--- config.mk ---
export PLATFORM = sky130hd
export DESIGN_NAME = mfmt_scale_div
export DESIGN_NICKNAME = d
export VERILOG_FILES = /design/src/design/mfmt_pkg.sv /design/src/design/mfmt_scale_div.sv
export SDC_FILE = /design/constraint.sdc
export NUM_CORES = 1
export LEC_CHECK = 0
export BUFFER_PORTS_ARGS = -buffer_cell sky130_fd_sc_hd__buf_2
export CORE_ASPECT_RATIO = 1.5
export CORE_UTILIZATION = 60
export DETAILED_ROUTE_END_ITERATION = 7
export HOLD_SLACK_MARGIN = 0.02
export PLACE_DENSITY = 0.78
export SLEW_MARGIN = 20
export SYNTH_ARGS = -nofsm -noshare
export SYNTH_HDL_FRONTEND = slang
export SYNTH_SLANG_ARGS = --single-unit
--- constraint.sdc ---
create_clock -name clk_i -period 11.1 [get_ports clk_i]
set_clock_uncertainty 0.15 [all_clocks]
set_input_delay 1.665 -clock clk_i [delete_from_list [all_inputs] [get_ports clk_i]]
set_output_delay 1.665 -clock clk_i [all_outputs]
set_load 0.1 [all_outputs]
--- src/design/mfmt_pkg.sv ---
// Shared types and constants for the motor feedback multi-turn tracker.
// Used by mfmt_scale_div and motor_feedback_multiturn_tracker; no dependencies.
package mfmt_pkg;

  localparam int unsigned NUM_SLOTS = 5;
  localparam int unsigned ID_W      = 11;
  localparam int unsigned ANGLE_W   = 16;
  localparam int unsigned TURN_W    = 16;
  localparam int unsigned TOTAL_W   = 30;
  localparam int unsigned MAG_W     = 29;
  localparam int unsigned SCALED_W  = 25;

  typedef enum logic [2:0] {
    SLOT_LIFT0 = 3'd0,
    SLOT_LIFT1 = 3'd1,
    SLOT_PITCH = 3'd2,
    SLOT_YAW   = 3'd3,
    SLOT_ROLL  = 3'd4
  } slot_e;

  typedef enum logic [1:0] {
    REG_LIFT_FIRST_ID  = 2'd0,
    REG_CLAMP_PITCH_ID = 2'd1,
    REG_CLAMP_YAW_ID   = 2'd2,
    REG_CLAMP_ROLL_ID  = 2'd3
  } reg_idx_e;

  localparam logic [ID_W-1:0] LIFT_FIRST_ID_RST  = 11'd513;
  localparam logic [ID_W-1:0] CLAMP_PITCH_ID_RST = 11'd515;
  localparam logic [ID_W-1:0] CLAMP_YAW_ID_RST   = 11'd517;
  localparam logic [ID_W-1:0] CLAMP_ROLL_ID_RST  = 11'd518;

  localparam logic signed [ANGLE_W:0]    WRAP_HIGH      = 17'sd4096;
  localparam logic signed [ANGLE_W:0]    WRAP_LOW       = -17'sd4096;
  localparam logic signed [TURN_W-1:0]   TURN_MAX       = 16'sh7fff;
  localparam logic signed [TURN_W-1:0]   TURN_MIN       = 16'sh8000;
  localparam logic signed [TOTAL_W-1:0]  TICKS_PER_TURN = 30'sd8191;

  // Stage enables for the scaling pipeline
  typedef struct packed {
    logic load_mul;
    logic load_out;
  } div_ctrl_t;

endpackage

--- src/design/mfmt_scale_div.sv ---
// Two-stage constant divider: total position / DIVISOR, truncated toward zero.
// Uses a reciprocal multiply that is exact for magnitudes below 2**MAG_W. Depends on mfmt_pkg.
module mfmt_scale_div #(
  parameter int unsigned DIVISOR = 19
) (
  input  logic                                  clk_i,
  input  mfmt_pkg::div_ctrl_t                   ctrl_i,
  input  logic signed [mfmt_pkg::TOTAL_W-1:0]   total_i,
  output logic signed [mfmt_pkg::SCALED_W-1:0]  scaled_o
);

  localparam int unsigned LOG2_DIV = $clog2(DIVISOR);
  localparam int unsigned SHIFT    = mfmt_pkg::MAG_W + LOG2_DIV;
  localparam int unsigned PROD_W   = 2 * mfmt_pkg::MAG_W + 1;
  localparam logic [63:0] MAGIC_FULL =
    ((64'd1 << SHIFT) + 64'(DIVISOR) - 64'd1) / 64'(DIVISOR);
  localparam logic [mfmt_pkg::MAG_W:0] MAGIC = MAGIC_FULL[mfmt_pkg::MAG_W:0];

  logic [mfmt_pkg::TOTAL_W-1:0]  neg_total;
  logic [mfmt_pkg::MAG_W-1:0]    mag_d;
  logic [PROD_W-1:0]             prod_d, prod_q;
  logic                          neg_q;
  logic [PROD_W-1:0]             quo_full;
  logic [mfmt_pkg::TOTAL_W-1:0]  quo_ext, quo_signed;

  // Take the magnitude and multiply by the reciprocal
  always_comb begin
    neg_total = (~total_i) + 30'd1;
    mag_d     = total_i[mfmt_pkg::TOTAL_W-1] ? neg_total[mfmt_pkg::MAG_W-1:0]
                                             : total_i[mfmt_pkg::MAG_W-1:0];
    prod_d    = PROD_W'(mag_d) * PROD_W'(MAGIC);
  end

  always_ff @(posedge clk_i) begin
    if (ctrl_i.load_mul) begin
      prod_q <= prod_d;
      neg_q  <= total_i[mfmt_pkg::TOTAL_W-1];
    end
  end

  // Shift out the fraction and restore the sign
  always_comb begin
    quo_full   = prod_q >> SHIFT;
    quo_ext    = {1'b0, quo_full[mfmt_pkg::MAG_W-1:0]};
    quo_signed = neg_q ? ((~quo_ext) + 30'd1) : quo_ext;
  end

  always_ff @(posedge clk_i) begin
    if (ctrl_i.load_out) begin
      scaled_o <= quo_signed[mfmt_pkg::SCALED_W-1:0];
    end
  end

endmodule
* Word-level counts from Yosys, hierarchy flattened
Index checks and enable logic that the tools add are counted.
** Cells by class
- $mul :: 1
- $add $sub $neg :: 2
- Mux-type cells :: 2
- Bitwise operators :: 2
** Operator list (number)
- 29-bit by 29-bit multiplier with 58-bit output (second input constant) :: 1
- 29-bit by 1-bit adder with 29-bit output (second input constant) :: 1
- 29-bit 2-to-1 mux :: 1
- 29-bit NOT :: 1
- 25-bit by 1-bit adder with 25-bit output (second input constant) :: 1
- 25-bit 2-to-1 mux :: 1
- 25-bit NOT :: 1
** Word-level totals
- Output and inout port bits :: 25
- Register bits after elaboration :: 84
- Logic and storage cells :: 10
- Bits of input ports :: 33

* Logic depth before layout (Yosys ltp)
Gate-level depths: netlist of run 1.
- Depth after elaboration :: 4
- Mapped depth :: 34
- Mapped depth without buffers :: 34

* Worst setup path before layout of run 1
No wires, ideal clock.
- Path type :: input -> register
- Start :: input total_i[0] in the netlist's numbering
- End :: register prod_q[52] (data pin)
- Setup slack :: 0.749 ns
- Stages on the path :: 33
- Data arrival time :: 9.936 ns
- Required time :: 10.685 ns
- Setup time :: 0.265 ns
- Buffers on the path :: 0
- Cell sequence :: inv_1 > ha_1 > nand3b_1 > or2_4 > or4_4 > or3_4 > or2_1 > and2_1 > xor2_1 > inv_1 > fa_1 > fa_1 > inv_1 > fa_1 > ha_1 > inv_1 > fa_1 > inv_1 > fa_1 > fa_1 > inv_1 > fa_1 > inv_1 > ha_1 > a21oi_1 > o21bai_1 > a221oi_1 > o21ai_0 > nor2_1 > a31oi_1 > a21oi_1 > o21ai_0 > xor2_1
** On the way
- Longest elaborated chain between the ends :: 4
** RTL lines
- start: declaration :: line mfmt_scale_div.sv:8 : input logic signed [mfmt_pkg::TOTAL_W-1:0] total_i,
- 29-bit NOT :: line mfmt_scale_div.sv:28 : neg_total = (~total_i) + 30'd1;
- 29-bit by 1-bit adder with 29-bit output :: line mfmt_scale_div.sv:28
- 29-bit 2-to-1 mux * :: line mfmt_scale_div.sv:29 : mag_d = total_i[mfmt_pkg::TOTAL_W-1] ? neg_total[mfmt_pkg::MAG_W-1:0]
- 29-bit by 29-bit multiplier with 58-bit output * :: line mfmt_scale_div.sv:31 : prod_d = PROD_W'(mag_d) * PROD_W'(MAGIC);
- via prod_d[52] :: line mfmt_scale_div.sv:21 : logic [PROD_W-1:0] prod_d, prod_q;
- end signal: assignment :: line mfmt_scale_div.sv:36 : prod_q <= prod_d;
- end: declaration :: line mfmt_scale_div.sv:21
Mark *: on every way through the listed nets, which the timed path passes. The rest lies on a longest branch.
A chain may end at the register's enable or synchronous reset.

* Final worst setup path of run 1
- Start :: input total_i[0] in the netlist's numbering
- End :: register prod_q[55] (data pin)
Same word-level chain as after synthesis.

==> results.txt, run 1 <==
Clock tree synthesis found a total of 51 sinks. For the pin with the worst max-slew slack, the measured transition is 0.971 ns. The cell chosen for the clock root is clkbuf_16.

In this run, placement finished with an instance count of 1969. The number of setup buffers added after CTS is 0. The maximum single-stage delay on the critical path is 0.55 ns, and the total length of routed met2 wires is 22700 µm. The run gives 5 as the total clock buffers created by CTS. The flow ran to the end, and the final reports show no timing, DRC or antenna violations.

The count of endpoints failing setup in the final report is 0, and the register area is 1530 µm². Row generation in the floorplan step produced 72 rows. For the clock latency reported for the late side of the worst-skew pair, the log shows 0.28 ns. The residual overflow from global routing is 0. For the net total in the final layout, the log shows 2255.

After synthesis, the cell types taking the most area are fa_1, ha_1, inv_1. The number of different library cells used by synthesis comes to 63. The detail route stage leaves a number of antenna-violating nets equal to 0. For the multi-input gate area in the final layout, the log shows 12500 µm². TritonCTS built the clock tree. The floorplan step defined a die boundary enclosing 26900 µm². The category of the most critical setup path is in -> reg. In the routed design, unresolved DRC markers number 0. Compared with the post-synthesis result, the final layout area differs by 6.69%.

After detailed routing, the total wire length is 42500 µm. Total via count in the routed design: 11100. Static timing analysis puts the maximum clock frequency at 93.0 MHz.

The tools report the post-synthesis instance total as 1559. Proportion of netlist area held by the largest area contributor: 0.354. Summing every instance area after synthesis gives 15800 µm².

The routed metal-1 wire length came out at 14100 µm. The ratio of final minimum period to clock period was 0.969. The number of cells upsized or downsized after cts was 0; the sequential element share of the synthesized area was 0.0971.

The run gives 0.612 as the starting density of the core. For this run, the leading register cell type out of synthesis is edfxtp_1. Number of port buffers: 57.

The count of cells in the finished layout, fillers not included, comes to 1977. The first global-routing pass estimated 66700 µm of wire. The synthesized design spends more area on one cell type than any other, namely fa_1. The layout has 2132 filler cells. The estimated wirelength of the detail-placed design was 39000 µm; the clock-pin slew on the worst setup and hold paths was 0.07 ns. The count of final hold-check violations is 0. In the layout the commonest cells are inv_1, ha_1, fa_1, xnor2_1, buf_2.

The slowest stage of the critical path belongs to the cell fa_1. The overall die height is 201 µm, and the die span in x is 134 µm. Data arrives at the worst endpoint at 10.63 ns.

The routed length on met3 came out at 1750 µm. The total track usage is 0.337. After synthesis the netlist holds a flip-flop and latch count of 51.

For the Yosys warning count, the log shows 0. The fraction of registers with async set/reset is 0, and the post-synthesis area per instance is 10.1 µm². STA classifies the critical path startpoint as an input pin.

The routability congestion estimate was 1.03. The worst hold path belongs to the class reg -> reg. Maximum fanout along the worst path: 4.

The clock passes through at most 2 buffers. The initial antenna violation count is 0. The logs give 2171 for the synthesized net count and 0 for the final count of pins violating max slew. STA puts the critical path data required time at 10.97 ns. The proportion of layout cells with a drive suffix above 1 works out to 0.0766.

Average via count per standard cell: 5.59. The run gives 0 as the max capacitance violation total. For this design the top-level I/O count stands at 58. In this run, post-CTS hold repair placed 0 buffers. The count of routing violations after the opening detailed-route iteration is 492.

In the final routed layout, each cell accounts on average for 21.5 µm. The smallest clock period supported by the final layout is computed as 10.76 ns. Counting flops with a built-in enable in the synthesized netlist gives 51. The depth of the CTS H-tree was 2.

Remaining max-slew budget at the tightest pin: 0.348. The total area inside the core boundary comes to 25800 µm². The worst setup path is captured at a flip-flop.

The library cell used most frequently in the layout, excluding fill and tap cells, is inv_1. 0 antenna diodes ended up in the layout. The pre-antenna-repair detailed-routing pass consisted of 7 iterations.

Number of global-route vias before repair: 12300. Entering global routing, the biggest net connects 27 pins. The highest routed metal layer was met4.
-- registers in the layout, summed over array words and instances, names as in the netlist --
register,count
scaled_o,25
prod_q,25
neg_q,1
-- stage by stage --
stage               worst slack (ns)  TNS [ns]   util  area, µm²  hold slack, ns
detailed placement            -0.139    -0.389  0.646      16600           0.350
finish                         0.342         0  0.653      16800           0.371
CTS                            0.147         0  0.652      16800           0.366
global placement             -0.0177   -0.0177  0.646      16600           0.363
global route                 -0.0182   -0.0182  0.653      16800           0.398
floorplan                      0.749         0      -      15800           0.327
-- final cells by class --
class,instances,share of cell area
inverters,457,0.102
well taps,333,0.0248
multi-input cells,1042,0.744
repair buffers,86,0.0299
flip-flops and latches,51,0.0910
clock buffers,6,0.00766
clock inverters,2,0.00104
-- cell usage after synthesis, drive strengths merged (3+ instances only) --
library cell,count
nand2,51
nor3,8
ha,300
and2,6
nor2,35
edfxtp,51
a31oi,9
fa,279
and3,5
or2,6
o41ai,7
or4,7
and4,3
o31ai,17
a211oi,3
xor2,25
nand4,8
clkbuf,9
nor2b,5
o21ai,41
inv,456
or3,9
nor4,3
o21bai,5
nand2b,4
a221oi,3
xnor2,96
o21a,4
a21oi,48
a21o,26
nand3,8
-- worst paths after layout --
kind	startpoint	to	slack [ns]	depth (start not counted)
min reg2reg	prod_q[34]$_DFFE_PP_	scaled_o[0]$_DFFE_PP_	0.37	0
max reg2reg	prod_q[41]$_DFFE_PP_	scaled_o[23]$_DFFE_PP_	7.98	7
max	total_i[0]	prod_q[55]$_DFFE_PP_	0.34	34
min	prod_q[34]$_DFFE_PP_	scaled_o[0]$_DFFE_PP_	0.37	0
-- cells by family after synthesis --
| logic type | synth area share |
|---|---|
| buffers and inverters | 0.112 |
| adders and majority gates | 0.592 |
| muxes | 0.000635 |
| DFF | 0.0971 |
| AOI/OAI and AO/OA | 0.0745 |
| and+or+nand+nor | 0.0544 |
| xor gates and xnor gates | 0.0696 |
-- worst max-delay path, delay by kind of cell --
family | cells | cell delay, ns
adders and majority gates | 10 | 4.43
AOI/OAI and AO/OA | 6 | 1.50
buffers and inverters | 8 | 0.55
xor gates and xnor gates | 2 | 0.32
and+or+nand+nor | 8 | 2.11
-- layer usage --
metal / up-vias / global-route usage
met2: 319 / 0.616
li1: 5090 / -
met3: 150 / 0.0394
met4: 0 / 0.261
met1: 5501 / 0.344
met5: - / 0
Power of run 1 is not shown: default switching activity piles up to over one toggle a cycle in this logic, so the estimate is an artifact.
==> run 2: changes to the inputs <==
==> constraint.sdc (replaced) <==
create_clock -name clk_i -period 11.1 [get_ports clk_i]
set_clock_uncertainty 0.15 [all_clocks]
set_input_delay 0 -clock clk_i [delete_from_list [all_inputs] [get_ports clk_i]]
set_output_delay 0 -clock clk_i [all_outputs]
set_load 0.1 [all_outputs]
==> results.txt, run 2 (same netlist as run 1, synthesis figures left out) <==
The run finished with clean final reports. The count of final hold-check violations was 0 (unchanged); the per-cell routed wire length was 21.3 µm (was 21.5 µm). The tools report the launch point of the critical path as total_i[0] (unchanged). Final count of pins violating max slew: 0 (unchanged). The total clock buffers created by CTS was 5 (unchanged); the ratio of final minimum period to clock period was 0.893 (was 0.969). The logs give 0 (unchanged) for the number of hold buffers added after cts and 0 (unchanged) for the residual overflow from global routing. The depth of the CTS H-tree was 2 (unchanged); the final critical delay including setup and external delays was 9.92 ns (was 10.76 ns). The pin count of the biggest net entering global routing is 31 (was 27), and the clock-pin slew on the worst setup and hold paths is 0.07 ns (about the same). Launch instance of the worst register-to-register path: prod_q[41]$_DFFE_PP_ (unchanged). Number of instances on the worst hold path: 1 (was 0). The tools report the element type at the critical path end as a flip-flop (unchanged). The cell chosen for the clock root is clkbuf_16 (unchanged). The worst endpoint data arrival time was 9.80 ns (was 10.63 ns); the number of search-and-repair iterations in the first detailed-routing pass was 5 (was 7). The category of the most critical setup path is in -> reg (unchanged). The tools report the number of cells upsized or downsized after cts as 0 (unchanged). The routability congestion estimate is 1.04 (was 1.03), and the total core area is 25800 µm² (unchanged). Clock latency reported for the late side of the worst-skew pair: 0.28 ns (about the same). The critical path's slowest cell is xor2_1 (was fa_1). The tools report the start point of the worst hold path as ctrl_i[0] (was prod_q[34]$_DFFE_PP_).

Setup repair after global routing left no endpoint under its margin. Number of global-route vias before repair: 12300 (about the same). Slew of the pin with the lowest slew margin: 1.14 ns (was 0.971 ns). The tools report the standard-cell row count as 72 (unchanged).

Most used cells in the layout excluding fill and tap cells: inv_1, ha_1, fa_1, xnor2_1, buf_2 (unchanged). The maximum single-stage delay on the critical path is 0.79 ns (was 0.55 ns). Count of clock tree sinks: 51 (unchanged). Final design area excluding fillers: 16600 µm² (was 16800 µm²). The wire length of the first global-routing pass is 65500 µm (was 66700 µm), and the relative area change from synthesis to final layout is 5.57% (was 6.69%). TritonCTS built the clock tree.

The overall die height came out at 201 µm (unchanged). Largest regs: prod_q: 25 flops, scaled_o: 25 flops, neg_q: 1 flops (unchanged). The run gives 11000 (was 11100) as the total via count in the routed design. The tools report the endpoint of the most critical register-to-register path as scaled_o[23]$_DFFE_PP_ (unchanged). The die span in x is 134 µm (unchanged), and the initial antenna violation count is 0 (unchanged). The average via count per standard cell is 5.61 (was 5.59), and the max capacitance violation total is 0 (unchanged). The number of diodes is 0 (unchanged), and the total track usage is 0.330 (was 0.337). The run gives 38200 µm (was 39000 µm) as the estimated wirelength of the detail-placed design.

The logs give 0 (unchanged) for the remaining antenna violation count after routing and 2150 (was 2132) for the count of fill cells added during filler insertion. The most common library cell in the layout ignoring fill and taps is inv_1 (unchanged). The run gives 2 (unchanged) as the maximum root-to-sink buffer count. Worst hold endpoint: scaled_o[9]$_DFFE_PP_ (was scaled_o[0]$_DFFE_PP_).

The net total in the final layout was 2232 (was 2255); the placed instance count was 1946 (was 1969). The logs give 0 (unchanged) for the total DRC errors in the routed layout and 7.96 ns (was 7.98 ns) for the slack of the worst reg-to-reg path. For the starting density of the core, the log shows 0.612 (unchanged).

The tools report the final-layout setup total negative slack as 0 ns (unchanged). The maximum fanout along the worst path was 10 (was 4); the die area was 26900 µm² (unchanged). The number of port buffers was 57 (unchanged); the buffers inserted during post-CTS setup optimization was 0 (unchanged). By instance count, the cell type seen most on the critical path is fa_1. Count of endpoints failing setup in the final report: 0 (unchanged). The total wire length came out at 41600 µm (was 42500 µm). The run gives 58 (unchanged) as the top-level port count. The worst path required time is 10.98 ns (was 10.97 ns), and the fmax is 101 MHz (was 93.0 MHz).

The critical path startpoint category is an input pin (unchanged). For the remaining max-slew budget at the tightest pin, the log shows 0.236 (was 0.348). The type of the tightest min-delay check is in -> reg (was reg -> reg). The count of routing violations after the opening detailed-route iteration was 508 (was 492); the worst reg2reg path depth was 7 (unchanged).

The proportion of layout cells with a drive suffix above 1 is 0.0605 (was 0.0766). Count of placed standard cells in the final layout, fillers left out: 1954 (was 1977). The total placed instance area was 16500 µm² (was 16600 µm²).
[run 2: how the worst max path moves through the flow]
stage | endpoint | slack (ns) | cells past startpoint
after floorplan | prod_q[52]$_DFFE_PP_ | 2.41 | 33
after global placement | prod_q[57]$_DFFE_PP_ | 1.28 | 32
after detailed placement | prod_q[57]$_DFFE_PP_ | 1.04 | 32
after CTS | prod_q[57]$_DFFE_PP_ | 1.32 | 32
after global routing | prod_q[51]$_DFFE_PP_ | 0.65 | 32
final | prod_q[57]$_DFFE_PP_ | 1.18 | 32
[run 2: stage by stage]
step	util	worst slack (ns)	hold WS, ns
after detailed placement	0.639	1.04	0.363
after CTS	0.646	1.32	0.0895
after global routing	0.646	0.654	0.105
after floorplan	-	2.41	-0.0511
after global placement	0.639	1.28	0.363
final	0.646	1.18	0.0904
[run 2: critical path: cells and delay by family]
kind | cells | cell delay, ns
adder cells (fa/ha/maj) | 10 | 4.42
XOR/XNOR | 2 | 0.95
AO/OA/AOI/OAI | 5 | 1.30
buffers and inverters | 6 | 0.66
AND/OR/NAND/NOR | 9 | 2.43
[run 2: layer usage]
layer,track usage,vias up,part of all wire
met4,0.258,0,0.094
met2,0.603,287,0.54
li1,-,5038,-
met1,0.335,5489,0.32
met5,0,-,0
met3,0.0414,155,0.038
[run 2: cell type report]
type	instances	area, µm²	share of cell area
multi-input combinational	1042	12500	0.750
inverter	457	1720	0.103
sequential	51	1530	0.0920
tap	333	417	0.0250
timing repair buffer	63	330	0.0198
clock buffer	6	129	0.00774
clock inverter	2	38.8	0.00233
Power of run 2 is left out for the same reason.
